[src/rtl/core/dbp_pkg.sv]
`default_nettype none
package dbp_pkg;

  localparam int WORD_BITS  = 32;
  localparam int SEG_BITS   = 28;
  localparam int SEG_LEN_W  = 5;
  localparam int BCNT_W     = 6;
  localparam int CFG_IDX_W  = 1;
  localparam int CFG_DATA_W = 9;
  localparam int ENTRY_W    = 19;

  localparam logic [CFG_IDX_W-1:0] REG_TREE_SELECT = 1'd0;
  localparam logic [CFG_IDX_W-1:0] REG_NUM_LIT     = 1'd1;

  typedef enum logic [1:0] {OP_TOKEN, OP_LOAD, OP_RAW, OP_FLUSH} op_t;
  typedef enum logic {PH_A, PH_B} phase_t;

  typedef struct packed {
    logic       tree_select;
    logic [8:0] num_lit_codes;
  } cfg_t;

  // one queued request: up to two bit segments, or a flush
  typedef struct packed {
    logic                 flush;
    logic [SEG_BITS-1:0]  val_a;
    logic [SEG_LEN_W-1:0] len_a;
    logic [SEG_BITS-1:0]  val_b;
    logic [SEG_LEN_W-1:0] len_b;
  } step_t;

  localparam logic [8:0] LENGTH_BASE [29] = '{
    9'd3, 9'd4, 9'd5, 9'd6, 9'd7, 9'd8, 9'd9, 9'd10, 9'd11, 9'd13, 9'd15, 9'd17,
    9'd19, 9'd23, 9'd27, 9'd31, 9'd35, 9'd43, 9'd51, 9'd59, 9'd67, 9'd83, 9'd99,
    9'd115, 9'd131, 9'd163, 9'd195, 9'd227, 9'd258};
  localparam logic [3:0] LEN_XB [29] = '{
    4'd0, 4'd0, 4'd0, 4'd0, 4'd0, 4'd0, 4'd0, 4'd0, 4'd1, 4'd1, 4'd1, 4'd1,
    4'd2, 4'd2, 4'd2, 4'd2, 4'd3, 4'd3, 4'd3, 4'd3, 4'd4, 4'd4, 4'd4, 4'd4,
    4'd5, 4'd5, 4'd5, 4'd5, 4'd0};
  localparam logic [15:0] DIST_BASE [30] = '{
    16'd1, 16'd2, 16'd3, 16'd4, 16'd5, 16'd7, 16'd9, 16'd13, 16'd17, 16'd25,
    16'd33, 16'd49, 16'd65, 16'd97, 16'd129, 16'd193, 16'd257, 16'd385, 16'd513,
    16'd769, 16'd1025, 16'd1537, 16'd2049, 16'd3073, 16'd4097, 16'd6145,
    16'd8193, 16'd12289, 16'd16385, 16'd24577};
  localparam logic [3:0] DIST_XB [30] = '{
    4'd0, 4'd0, 4'd0, 4'd0, 4'd1, 4'd1, 4'd2, 4'd2, 4'd3, 4'd3, 4'd4, 4'd4,
    4'd5, 4'd5, 4'd6, 4'd6, 4'd7, 4'd7, 4'd8, 4'd8, 4'd9, 4'd9, 4'd10, 4'd10,
    4'd11, 4'd11, 4'd12, 4'd12, 4'd13, 4'd13};

  function automatic logic [4:0] len_code(input logic [8:0] len);
    logic [4:0] c;
    c = '0;
    for (int i = 0; i < 29; i++) begin
      if (len >= LENGTH_BASE[i]) c = 5'(i);
    end
    return c;
  endfunction

  function automatic logic [4:0] dist_code(input logic [15:0] dst);
    logic [4:0] c;
    c = '0;
    for (int i = 0; i < 30; i++) begin
      if (dst >= DIST_BASE[i]) c = 5'(i);
    end
    return c;
  endfunction

  function automatic logic [14:0] ones15(input logic [3:0] n);
    logic [14:0] m;
    m = '0;
    for (int i = 0; i < 15; i++) begin
      m[i] = (4'(i) < n);
    end
    return m;
  endfunction

  function automatic logic [8:0] rev9(input logic [8:0] v);
    logic [8:0] r;
    r = '0;
    for (int i = 0; i < 9; i++) begin
      r[i] = v[8-i];
    end
    return r;
  endfunction

  // fixed literal/length code: {length, bit-reversed code}
  function automatic logic [12:0] fixed_lit(input logic [8:0] s);
    logic [8:0] v;
    logic [3:0] n;
    if (s < 9'd144) begin
      v = 9'h030 + s;
      n = 4'd8;
    end else if (s < 9'd256) begin
      v = 9'h190 + (s - 9'd144);
      n = 4'd9;
    end else if (s < 9'd280) begin
      v = s - 9'd256;
      n = 4'd7;
    end else begin
      v = 9'h0C0 + (s - 9'd280);
      n = 4'd8;
    end
    // left-align then reverse so the code lands in the low bits
    return {n, rev9(v << (4'd9 - n))};
  endfunction

endpackage
`default_nettype wire

[src/rtl/core/dbp_queue.sv]
`default_nettype none
module dbp_queue
  import dbp_pkg::*;
(
  input  wire logic  clk,
  input  wire logic  rst,
  input  wire logic  push_valid,
  output logic       push_ready,
  input  wire step_t push_data,
  output logic       pop_valid,
  input  wire logic  pop,
  output step_t      pop_data
);

  localparam int DEPTH = 4;
  localparam int PW = $clog2(DEPTH);

  step_t          entries [DEPTH];
  logic [PW-1:0]  wr_ptr, rd_ptr;
  logic [PW:0]    count;
  logic           do_push, do_pop;

  assign push_ready = (count != (PW+1)'(DEPTH));
  assign pop_valid  = (count != '0);
  assign pop_data   = entries[rd_ptr];
  assign do_push    = push_valid && push_ready;
  assign do_pop     = pop && pop_valid;

  always_ff @(posedge clk) begin
    if (do_push) entries[wr_ptr] <= push_data;
  end

  // pointers and fill level
  always_ff @(posedge clk) begin
    if (rst) begin
      wr_ptr <= '0;
      rd_ptr <= '0;
      count  <= '0;
    end else begin
      if (do_push) wr_ptr <= wr_ptr + 1'b1;
      if (do_pop) rd_ptr <= rd_ptr + 1'b1;
      count <= count + (PW+1)'(do_push) - (PW+1)'(do_pop);
    end
  end

endmodule
`default_nettype wire

[config.mk]
export PLATFORM = sky130hd
export DESIGN_NAME = dbp_queue
export DESIGN_NICKNAME = d
export VERILOG_FILES = /design/src/rtl/core/dbp_pkg.sv /design/src/rtl/core/dbp_queue.sv
export SDC_FILE = /design/constraint.sdc
export NUM_CORES = 1
export LEC_CHECK = 0
export ABC_CLOCK_PERIOD_IN_PS = 9200
export BUFFER_PORTS_ARGS = -buffer_cell sky130_fd_sc_hd__buf_2
export CAP_MARGIN = 10
export CELL_PAD_IN_SITES_DETAIL_PLACEMENT = 0
export CELL_PAD_IN_SITES_GLOBAL_PLACEMENT = 1
export CORE_MARGIN = 3
export CORE_UTILIZATION = 40
export CTS_BUF_LIST = sky130_fd_sc_hd__clkbuf_8 sky130_fd_sc_hd__clkbuf_16
export CTS_CLUSTER_DIAMETER = 40
export DETAILED_ROUTE_END_ITERATION = 10
export GPL_TIMING_DRIVEN = 0
export PLACE_DENSITY = 0.71
export REMOVE_ABC_BUFFERS = 1
export SKIP_LAST_GASP = 1
export SYNTH_ARGS = -nofsm -noshare
export SYNTH_HDL_FRONTEND = slang
export SYNTH_SLANG_ARGS = --single-unit
export TNS_END_PERCENT = 50
[constraint.sdc]
create_clock -name clk -period 9.2 [get_ports clk]
set_input_delay 1.84 -clock clk [delete_from_list [all_inputs] [get_ports clk]]
set_output_delay 1.84 -clock clk [all_outputs]
set_load 0.01 [all_outputs]
==> key figures <==
Power and ir drop
  • Switching power: 980.6 uW
  • Sw Share: 0.2597
  • Pleak: 0.004267 uW
  • VDD IR max: 0.2060 mV
  • Sequential share of power: 0.430
  • Logic pwr share: 0.200
  • Clk network pwr share: 0.370
  • Pwr Total: 3776 uW
  • PwrDens: 300.8 nW/um2
  • P_int: 2796 uW

Final layout
  • Fin cells: 923
  • Nets: 648
  • Final Instance Area: 12560 um2
  • Area Growth Syn to Fin: 23.49%
  • Util after Layout: 0.5088
  • Number of antenna diodes: 0
  • Share of cells above drive strength 1: 0.4674

Clock network
  • TritonCTS Buffers: 39
  • Cts repair resizes: 0
  • CTS Sinks: 277
  • Post-CTS Hold Fix Bufs: 0
  • H-Tree Depth: 2
  • Setup Fix Bufs, Post-CTS: 0
  • Clock Tree Root: clkbuf_16
  • CTS tree: done
  • Clk pin slew, worst setup/hold paths: 0.05 ns
  • Clock Tree Buf Depth: 3
  • Worst skew pair latency: 0.50 ns

Flow run
  • Max-Cap Viols: 0

Route
  • DRT Pass-1 Iters: 4
  • DRT antenna net count: 0
  • Drt initial violations: 276
  • Number of remaining DRC errors: 0
  • Post-DR wirelength/cell: 20.08 um
  • Via density: 4.971
  • Via count: 4588
  • Drt total wl: 18530 um

Timing
  • Final Max Tran Viols: 0
  • Final Critical Period: 4.019 ns
  • Worst Max-Slew Pin Slew: 0.5709 ns
  • Count of final setup violators: 0
  • Final TNS setup: 0 ns
  • Achievable Freq: 248.8 MHz
  • Final hold viol count: 0
  • Fin Clk Skew: 0.01590 ns
  • Final period util: 0.4368
  • Slew headroom: 0.6186
  • RSZ-0062 raised after global routing: false

Worst setup path
  • Startpoint Class: flip-flop
  • Crit end category: output port
  • Critical path data required time: 7.36 ns
  • Worst-path maximum fanout: 26
  • WS Path Type: flip-flop to output port
  • Worst EP arrival: 2.18 ns
  • R2r setup slk: 6.51 ns

Yosys
  • Seq/Total Area, Yosys: 0.8093
  • Cells after Synth: 399
  • Synth cell types: 26
  • Syn_area_per_cell: 25.48 um2
  • Most area-consuming cells after synthesis: edfxtp_1 79%, mux4_2 15%, dfxtp_1 1.8%, buf_12 0.79%, ha_1 0.74%
  • Dominant cell type by area after synthesis: edfxtp_1
  • Yosys top cell area share: 0.7915
  • Flops & latches, synth: 277
  • Syn. warnings: 0
  • Mapped cell area: 10170 um2

Status
  • Run status: finished, final reports clean

Placement
  • Dpl cell area: 11300 um2
  • Final HPWL DP: 11040 um
  • Routability congestion estimate from global placement: 0.6879
  • IO buf count: 139
  • Placed cells: 853

Die
  • Starting Density: 0.4120
  • IO Pins: 140
  • Chip width: 165.4 um
  • Core ar.: 24680 um2
  • Vert. Die Dim: 165.4 um
  • Row cnt: 57
  • Die area: 27370 um2

Global routing
  • Vias in the first global route: 5153
  • Initial antenna violation count: 0
  • Total global-route track usage: 0.1397
  • Largest net degree at the start of global routing: 45
  • Remaining Overflow, GRT: 0
  • First-pass GRT wire length: 28900 um

Worst hold path
  • Worst min-delay path class: flip-flop to flip-flop
-- power groups by stage --
stage | logic, uW | registers, uW | clock network [uW]
after floorplan | 443 | 1670 | 0
after global placement | 707 | 1730 | 0
after detailed placement | 781 | 1650 | 0
after CTS | 785 | 1630 | 1440
after global routing | 832 | 1640 | 1500
final | 756 | 1620 | 1400
-- cell usage after synthesis --
master,n
edfxtp_1,268
mux4_2,67
dfxtp_1,9
nor2_1,8
ha_1,6
and2_1,5
inv_1,5
buf_12,4
buf_2,4
buf_1,3
buf_4,3
nand2b_1,2
xor2_1,2
a21boi_1,1
buf_6,1
clkbuf_1,1
fa_1,1
mux2_2,1
mux2i_1,1
nand2_1,1
nor2b_1,1
nor3_1,1
o311ai_0,1
o31a_1,1
or3_1,1
xnor2_1,1
-- final timing paths --
check | start | to | cells past startpoint
setup reg to reg | count[1] | count[2] | 11
setup / recovery | flip-flop | pop_data[22] | 3
hold / removal | wr_ptr[1] | wr_ptr[1] | 2
hold reg to reg | wr_ptr[1] | wr_ptr[1] | 2
-- worst max-delay path: stages, from the launching register on --
cell,delay (ns)
dfxtp_4,0.65
buf_12,0.31
mux4_2,0.55
buf_2,0.16
-- layout make-up --
cell class                 count  area [um2]
fill                        2011       12120
sequential                   277        8235
multi-input combinational    101        1782
clock buffer                  41        1026
timing repair buffer         146       858.3
tap                          324       405.4
clock inverter                29       230.2
inverter                       5       18.77
-- cells in the final DEF, fill, tap and decap left out --
cell type	instances
edfxtp_1	268
buf_2	139
mux4_2	67
clkbuf_16	41
inv_1	9
nor2_1	8
dfxtp_1	7
ha_1	6
clkinv_1	6
inv_6	6
and2_4	4
clkinv_2	4
buf_12	4
clkinv_4	3
clkinvlp_4	3
buf_16	3
xor2_1	2
nand2b_1	2
dfxtp_4	2
bufinv_16	2
o31a_1	1
nand2_1	1
a21boi_1	1
or3_1	1
nor2b_1	1
mux2_2	1
xnor2_1	1
o311ai_0	1
mux2i_1	1
and2_1	1
nor3_1	1
fa_1	1
inv_8	1
-- kinds of logic after synthesis --
family	Yosys count	synth area share
buffers and inverters	21	0.01649
AOI/OAI and AO/OA	3	0.002462
xor gates and xnor gates	3	0.002585
DFF	277	0.8093
adders and majority gates	7	0.009353
muxes	69	0.1505
and+or+nand+nor	19	0.009353
-- per-layer routing --
layer | global-route usage | up-vias | share of wire
met2 | 0.2350 | 130 | 0.51
met1 | 0.1779 | 2369 | 0.40
met4 | 0.04121 | 0 | 0.021
met5 | 0 | - | 0
met3 | 0.03991 | 30 | 0.065
li1 | - | 2059 | -
-- per-stage QoR --
stage                     hold slack, ns  setup WS, ns
final                             0.5439         5.181
after global routing              0.5845         4.994
after CTS                         0.5456         5.069
after detailed placement          0.5285         5.123
after global placement            0.4904         2.322
after floorplan                   0.4807         3.826
-- flip-flops by register name, indices dropped and copies added (netlist names), named ones only --
register,count
entries,268
count,3
rd_ptr,2
wr_ptr,2
Note: power is estimated with default switching activity, not from simulation.
