<file path="src/rtl/core/dbp_pkg.sv">
`default_nettype none
package dbp_pkg;

  localparam int WORD_BITS  = 32;
  localparam int SEG_BITS   = 28;
  localparam int SEG_LEN_W  = 5;
  localparam int BCNT_W     = 6;
  localparam int CFG_IDX_W  = 1;
  localparam int CFG_DATA_W = 9;
  localparam int ENTRY_W    = 19;

  localparam logic [CFG_IDX_W-1:0] REG_TREE_SELECT = 1'd0;
  localparam logic [CFG_IDX_W-1:0] REG_NUM_LIT     = 1'd1;

  typedef enum logic [1:0] {OP_TOKEN, OP_LOAD, OP_RAW, OP_FLUSH} op_t;
  typedef enum logic {PH_A, PH_B} phase_t;

  typedef struct packed {
    logic       tree_select;
    logic [8:0] num_lit_codes;
  } cfg_t;

  // one queued request: up to two bit segments, or a flush
  typedef struct packed {
    logic                 flush;
    logic [SEG_BITS-1:0]  val_a;
    logic [SEG_LEN_W-1:0] len_a;
    logic [SEG_BITS-1:0]  val_b;
    logic [SEG_LEN_W-1:0] len_b;
  } step_t;

  localparam logic [8:0] LENGTH_BASE [29] = '{
    9'd3, 9'd4, 9'd5, 9'd6, 9'd7, 9'd8, 9'd9, 9'd10, 9'd11, 9'd13, 9'd15, 9'd17,
    9'd19, 9'd23, 9'd27, 9'd31, 9'd35, 9'd43, 9'd51, 9'd59, 9'd67, 9'd83, 9'd99,
    9'd115, 9'd131, 9'd163, 9'd195, 9'd227, 9'd258};
  localparam logic [3:0] LEN_XB [29] = '{
    4'd0, 4'd0, 4'd0, 4'd0, 4'd0, 4'd0, 4'd0, 4'd0, 4'd1, 4'd1, 4'd1, 4'd1,
    4'd2, 4'd2, 4'd2, 4'd2, 4'd3, 4'd3, 4'd3, 4'd3, 4'd4, 4'd4, 4'd4, 4'd4,
    4'd5, 4'd5, 4'd5, 4'd5, 4'd0};
  localparam logic [15:0] DIST_BASE [30] = '{
    16'd1, 16'd2, 16'd3, 16'd4, 16'd5, 16'd7, 16'd9, 16'd13, 16'd17, 16'd25,
    16'd33, 16'd49, 16'd65, 16'd97, 16'd129, 16'd193, 16'd257, 16'd385, 16'd513,
    16'd769, 16'd1025, 16'd1537, 16'd2049, 16'd3073, 16'd4097, 16'd6145,
    16'd8193, 16'd12289, 16'd16385, 16'd24577};
  localparam logic [3:0] DIST_XB [30] = '{
    4'd0, 4'd0, 4'd0, 4'd0, 4'd1, 4'd1, 4'd2, 4'd2, 4'd3, 4'd3, 4'd4, 4'd4,
    4'd5, 4'd5, 4'd6, 4'd6, 4'd7, 4'd7, 4'd8, 4'd8, 4'd9, 4'd9, 4'd10, 4'd10,
    4'd11, 4'd11, 4'd12, 4'd12, 4'd13, 4'd13};

  function automatic logic [4:0] len_code(input logic [8:0] len);
    logic [4:0] c;
    c = '0;
    for (int i = 0; i < 29; i++) begin
      if (len >= LENGTH_BASE[i]) c = 5'(i);
    end
    return c;
  endfunction

  function automatic logic [4:0] dist_code(input logic [15:0] dst);
    logic [4:0] c;
    c = '0;
    for (int i = 0; i < 30; i++) begin
      if (dst >= DIST_BASE[i]) c = 5'(i);
    end
    return c;
  endfunction

  function automatic logic [14:0] ones15(input logic [3:0] n);
    logic [14:0] m;
    m = '0;
    for (int i = 0; i < 15; i++) begin
      m[i] = (4'(i) < n);
    end
    return m;
  endfunction

  function automatic logic [8:0] rev9(input logic [8:0] v);
    logic [8:0] r;
    r = '0;
    for (int i = 0; i < 9; i++) begin
      r[i] = v[8-i];
    end
    return r;
  endfunction

  // fixed literal/length code: {length, bit-reversed code}
  function automatic logic [12:0] fixed_lit(input logic [8:0] s);
    logic [8:0] v;
    logic [3:0] n;
    if (s < 9'd144) begin
      v = 9'h030 + s;
      n = 4'd8;
    end else if (s < 9'd256) begin
      v = 9'h190 + (s - 9'd144);
      n = 4'd9;
    end else if (s < 9'd280) begin
      v = s - 9'd256;
      n = 4'd7;
    end else begin
      v = 9'h0C0 + (s - 9'd280);
      n = 4'd8;
    end
    // left-align then reverse so the code lands in the low bits
    return {n, rev9(v << (4'd9 - n))};
  endfunction

endpackage
`default_nettype wire

</file>
<file path="src/rtl/core/dbp_if.sv">
`default_nettype none


interface dbp_res_if;
  logic        valid;
  logic        ready;
  logic [31:0] out_word;
  logic [2:0]  out_bytes;
  logic        last_of_run;
  modport source(output valid, out_word, out_bytes, last_of_run, input ready);
  modport sink(input valid, out_word, out_bytes, last_of_run, output ready);
endinterface
`default_nettype wire

</file>
<file path="src/rtl/core/dbp_back.sv">
`default_nettype none
module dbp_back
  import dbp_pkg::*;
(
  input  wire logic  clk,
  input  wire logic  rst,
  input  wire logic  q_valid,
  input  wire step_t q_data,
  output logic       q_pop,
  dbp_res_if.source  results
);

  phase_t phase, phase_next;
  logic [WORD_BITS-1:0] buffer, buffer_next;
  logic [BCNT_W-1:0]    bcnt, bcnt_next;

  logic                 step_go;
  logic [SEG_BITS-1:0]  val;
  logic [SEG_LEN_W-1:0] len;
  logic [63:0]          merged;
  logic [BCNT_W-1:0]    sum;
  logic                 full;
  logic [BCNT_W-1:0]    cnt_after;
  logic                 b_emits;
  logic                 emit;
  logic                 emit_last;
  logic [2:0]           emit_bytes;

  assign step_go = q_valid && (!results.valid || results.ready);

  // append one segment to the bit buffer
  always_comb begin
    val = (phase == PH_A) ? q_data.val_a : q_data.val_b;
    len = (phase == PH_A) ? q_data.len_a : q_data.len_b;
    merged = {32'd0, buffer} | ({36'd0, val} << bcnt);
    sum = bcnt + BCNT_W'(len);
    full = (sum >= BCNT_W'(WORD_BITS));
    cnt_after = full ? (sum - BCNT_W'(WORD_BITS)) : sum;
    b_emits = (cnt_after + BCNT_W'(q_data.len_b)) >= BCNT_W'(WORD_BITS);
  end

  // next phase
  always_comb begin
    phase_next = phase;
    if (step_go) begin
      case (phase)
        PH_A: if (!q_data.flush && q_data.len_b != '0) phase_next = PH_B;
        PH_B: phase_next = PH_A;
        default: phase_next = PH_A;
      endcase
    end
  end

  // step outputs
  always_comb begin
    q_pop = 1'b0;
    emit = 1'b0;
    emit_last = 1'b1;
    emit_bytes = 3'd4;
    buffer_next = buffer;
    bcnt_next = bcnt;
    if (step_go) begin
      case (phase)
        PH_A: begin
          if (q_data.flush) begin
            q_pop = 1'b1;
            emit = (bcnt != '0);
            emit_bytes = 3'((bcnt + 6'd7) >> 3);
            buffer_next = '0;
            bcnt_next = '0;
          end else begin
            q_pop = (q_data.len_b == '0);
            emit = full;
            emit_last = !b_emits;
            buffer_next = full ? merged[63:32] : merged[31:0];
            bcnt_next = cnt_after;
          end
        end
        PH_B: begin
          q_pop = 1'b1;
          emit = full;
          buffer_next = full ? merged[63:32] : merged[31:0];
          bcnt_next = cnt_after;
        end
        default: q_pop = 1'b0;
      endcase
    end
  end

  always_ff @(posedge clk) begin
    if (rst) begin
      phase  <= PH_A;
      buffer <= '0;
      bcnt   <= '0;
    end else begin
      phase  <= phase_next;
      buffer <= buffer_next;
      bcnt   <= bcnt_next;
    end
  end

  // output register
  always_ff @(posedge clk) begin
    if (rst) begin
      results.valid <= 1'b0;
    end else if (emit) begin
      results.valid <= 1'b1;
    end else if (results.ready) begin
      results.valid <= 1'b0;
    end
  end

  always_ff @(posedge clk) begin
    if (emit) begin
      results.out_word    <= merged[31:0];
      results.out_bytes   <= emit_bytes;
      results.last_of_run <= emit_last;
    end
  end

`ifndef NO_ASSERTIONS
  a_cnt_below_word: assert property (@(posedge clk) disable iff (rst)
    bcnt < BCNT_W'(WORD_BITS)) else $error("bit count reached a full word");
  a_phase_b_has_entry: assert property (@(posedge clk) disable iff (rst)
    phase == PH_B |-> q_valid) else $error("second phase without a queued request");
  a_flush_clears: assert property (@(posedge clk) disable iff (rst)
    step_go && phase == PH_A && q_data.flush |=> bcnt == '0)
    else $error("flush left bits in buffer");
`endif

endmodule
`default_nettype wire

</file>
<file path="src/flat_wrapper.sv">
// flat-port wrapper written by rule: the top's interface ports become plain ports
module dbp_back_flat import dbp_pkg::*;
  (clk, rst, q_valid, q_data, q_pop, results_valid, results_out_word, results_out_bytes, results_last_of_run, results_ready);
  dbp_res_if results_i ();
  input  wire logic clk;
  input  wire logic rst;
  input  wire logic q_valid;
  input  wire step_t q_data;
  output logic q_pop;
  output wire logic [$bits(results_i.valid)-1:0] results_valid;
  output wire logic [$bits(results_i.out_word)-1:0] results_out_word;
  output wire logic [$bits(results_i.out_bytes)-1:0] results_out_bytes;
  output wire logic [$bits(results_i.last_of_run)-1:0] results_last_of_run;
  input wire logic [$bits(results_i.ready)-1:0] results_ready;
  assign results_valid = results_i.valid;
  assign results_out_word = results_i.out_word;
  assign results_out_bytes = results_i.out_bytes;
  assign results_last_of_run = results_i.last_of_run;
  assign results_i.ready = results_ready;
  dbp_back u_core (.clk(clk), .rst(rst), .q_valid(q_valid), .q_data(q_data), .q_pop(q_pop), .results(results_i));
endmodule
</file>
<file path="config.mk">
export PLATFORM = sky130hd
export DESIGN_NAME = dbp_back_flat
export DESIGN_NICKNAME = d
export VERILOG_FILES = /design/src/rtl/core/dbp_pkg.sv /design/src/rtl/core/dbp_if.sv /design/src/rtl/core/dbp_back.sv /design/src/flat_wrapper.sv
export SDC_FILE = /design/constraint.sdc
export NUM_CORES = 1
export LEC_CHECK = 0
export BUFFER_PORTS_ARGS = -buffer_cell sky130_fd_sc_hd__buf_2
export CAP_MARGIN = 10
export CORE_MARGIN = 2
export CORE_UTILIZATION = 50
export CTS_CLUSTER_SIZE = 16
export DETAILED_ROUTE_END_ITERATION = 16
export GPL_ROUTABILITY_DRIVEN = 0
export HOLD_SLACK_MARGIN = 0.02
export PLACE_DENSITY = 0.75
export SYNTH_ARGS = -nofsm -noshare
export SYNTH_HDL_FRONTEND = slang
export SYNTH_SLANG_ARGS = --single-unit
</file>
<file path="constraint.sdc">
create_clock -name clk -period 4.97 [get_ports clk]
set_input_delay 0.2485 -clock clk [delete_from_list [all_inputs] [get_ports clk]]
set_output_delay 0.2485 -clock clk [all_outputs]
set_load 0.05 [all_outputs]
</file>
==> metrics.cfg <==
[route]
ant_nets=0
drcViolationCount=0
vias=6833
drt_wl_total_mm=22.0
drtIter0Drc=1003
post_drt_wl_per_cell_um=22.9
viasPerCell=7.12
dr.pass1.iters=8

[sta]
whs_ns=0.221
fmax_mhz=289
worstMarginPinSlew_ns=1.14
fin_setup_tns_ns=0
rsz0062_at_grt=no
setup_viol=0
final_hold_viol_count=0
slew_headroom_pct=23.9
report.final.slew_viol_count=0
period_share_pct=69.7
min_period_ns=3.46
skew_ns=0.00823

[finish]
fill_cells=1216
final_util_pct=57.4
n_antenna_cell=0
multiInputGateArea_um2=4730
layout-drive-gt1-share_pct=29.9
finalNetCount=857
syn2layout_area_growth_pct=13.3
register_area_um2=1890

[synth]
syn-cell-area_um2=6950
async_flop_share_pct=0
yosysTopAreaCellShare_pct=22.0
synth.avg_cell_area_um2=9.91
synth_warnings=0
netlist_instances=701
synth_top_cell_by_area=mux4_2
synth_fp_nets=783
synth_flop_cell=dfxtp_1
synth_edf_count=36
yosys_register_bits=76
synth_area_leaders=mux4_2, edfxtp_1, dfxtp_1
synth-seq-area-share_pct=27.1
synth_common_cells=nand2_1, mux4_2, nor2_1
synth.distinct_cells=73
yosysMostFrequentCell=nand2_1

[setup_path]
cp.required_ns=5.17
worstReg2RegEnd=u_core.buffer[24]
crit_type=reg2reg
crit_arrival_ns=3.66
reg2regPathDepth=8
start_kind=register
r2r_start=u_core.bcnt[2]
crit_fanout=47
cp-end-kind=register
ff2ff_setup_slack_ns=1.51

[die]
dieArea_um2=14900
dieHeight_um=122
fp.coreArea_um2=13700
fp.dieW_um=122
ioPinCount=109
initial_core_util_pct=50.6
rows=43

[global_routing]
grt_pass1_wl_mm=34.7
antenna_found_initial=0
grt_usage_pct=30.1
overflow=0
grt_pass1_vias=6394
grt_max_degree=61

[placement]
dp_hpwl_mm=16.4
numPortBuffers=108

[power]
pwr-share-comb_pct=39.6
switching_share_pct=36.6
power_frac_clock_pct=28.9
power.switching_mw=0.939
pwr-share-seq_pct=31.5
p_per_area_nw_per_um2=326
p_leak_nw=2.91
power.internal_mw=1.62
irDropWorstVdd_mv=0.164

[min_path]
min_path_cells=2
worstHoldStart=q_data[66]
holdPathEnd=u_core.results.last_of_run
hold_class=in2reg

[job]
cap_violations=0

[clocking]
ctsHoldBuffers=0
cts_setup_buffers=0
clk_latency_ns=0.34
cts_tree=done
cts-root-buf=clkbuf_16
path_clk_slew_ns=0.06
cts.path.max_buffers=2
cts_buffers=9
numClockSinks=76
htree_levels=3
cts_resized=0

[run_status]
outcome=finished, final reports clean

[layout make-up]
type,count,area share (%)
well taps,180,2.86
clock inverters,7,1.46
multi-input cells,555,60.1
inverters,11,0.525
flip-flops and latches,76,24.0
clock buffers,9,2.86
repair buffers,122,8.20
[stage by stage]
| stage | cells | power (mW) | setup WS [ns] | cell area (um^2) |
|---|---|---|---|---|
| finish | 960 | 2.56 | 1.51 | 7870 |
| global route | 960 | 2.67 | 1.33 | 7870 |
| CTS | 960 | 2.54 | 1.59 | 7870 |
| detailed placement | 944 | 1.80 | 1.61 | 7530 |
| global placement | 944 | 1.77 | 1.71 | 7530 |
| floorplan | 701 | 1.52 | 0.340 | 6950 |
[worst max path at each step]
stage,from,end,slack (ns)
6_report,u_core.bcnt[2],u_core.buffer[24],1.51
4_1_cts,u_core.bcnt[2],u_core.results.out_word[16],1.59
2_1_floorplan,u_core.phase,u_core.results.last_of_run,0.34
5_1_grt,u_core.bcnt[2],u_core.buffer[24],1.33
3_5_place_dp,u_core.bcnt[2],u_core.results.out_word[3],1.61
3_3_place_gp,u_core.bcnt[0],u_core.buffer[24],1.71
[placed cells by master (no fill, tap or decap), drive strengths merged, types with 5 or more instances in the layout]
cell | netlist | routed
a21oi | 45 | 45
mux2 | 18 | 18
clkinv | 2 | 5
a21o | 10 | 10
a22oi | 18 | 18
buf | 32 | 122
nand3 | 16 | 16
nand2b | 7 | 7
clkbuf | 27 | 9
o21ai | 36 | 36
o21bai | 21 | 21
o211ai | 6 | 6
and2 | 6 | 6
a211oi | 8 | 8
nand2 | 77 | 77
xnor2 | 6 | 6
inv | 9 | 9
nor3 | 16 | 16
ha | 10 | 10
mux4 | 69 | 69
and3 | 6 | 6
o22ai | 13 | 13
nor2 | 50 | 50
mux2i | 41 | 41
o221ai | 7 | 7
edfxtp | 36 | 36
dfxtp | 40 | 40
[critical path, stage by stage (launching register included)]
cell and delay [ns]:
dfxtp_2 1.03, buf_4 0.35, mux4_2 0.33, mux2i_1 0.23, o211ai_1 0.20, a222oi_1 0.77, nor3_1 0.11, o22ai_1 0.19
o31ai_1 0.09
[power by group through the flow]
stage                     clock, mW  sequential (mW)  combinational (mW)
after CTS                     0.748            0.807               0.983
after global placement            0            0.815               0.959
after detailed placement          0            0.820               0.979
after global routing          0.777            0.816                1.08
final                         0.741            0.807                1.01
after floorplan                   0            0.871               0.654
[logic make-up after synthesis]
family          synth area share [%]
buf+inv                         4.85
simple gates                    12.7
compound gates                  21.2
flops                           27.1
mux                             31.2
fa+ha+maj                       2.09
xor+xnor                       0.883
[per-layer routing]
layer | routed length [um] | up-vias | global-route usage, %
met1 | 8010 | 3218 | 40.3
met4 | 1140 | 0 | 15.2
met5 | 0 | - | 0
met2 | 9970 | 594 | 46.1
li1 | - | 2930 | -
met3 | 2890 | 91 | 6.55
[state kept, by name, indices dropped and copies added, names as in the netlist]
register,count
u_core.phase,1
u_core.results.last_of_run,1
u_core.bcnt,6
u_core.buffer,32
u_core.results.out_word,32
u_core.results.valid,1
u_core.results.out_bytes,3
Note: power is estimated with default switching activity, not from simulation.
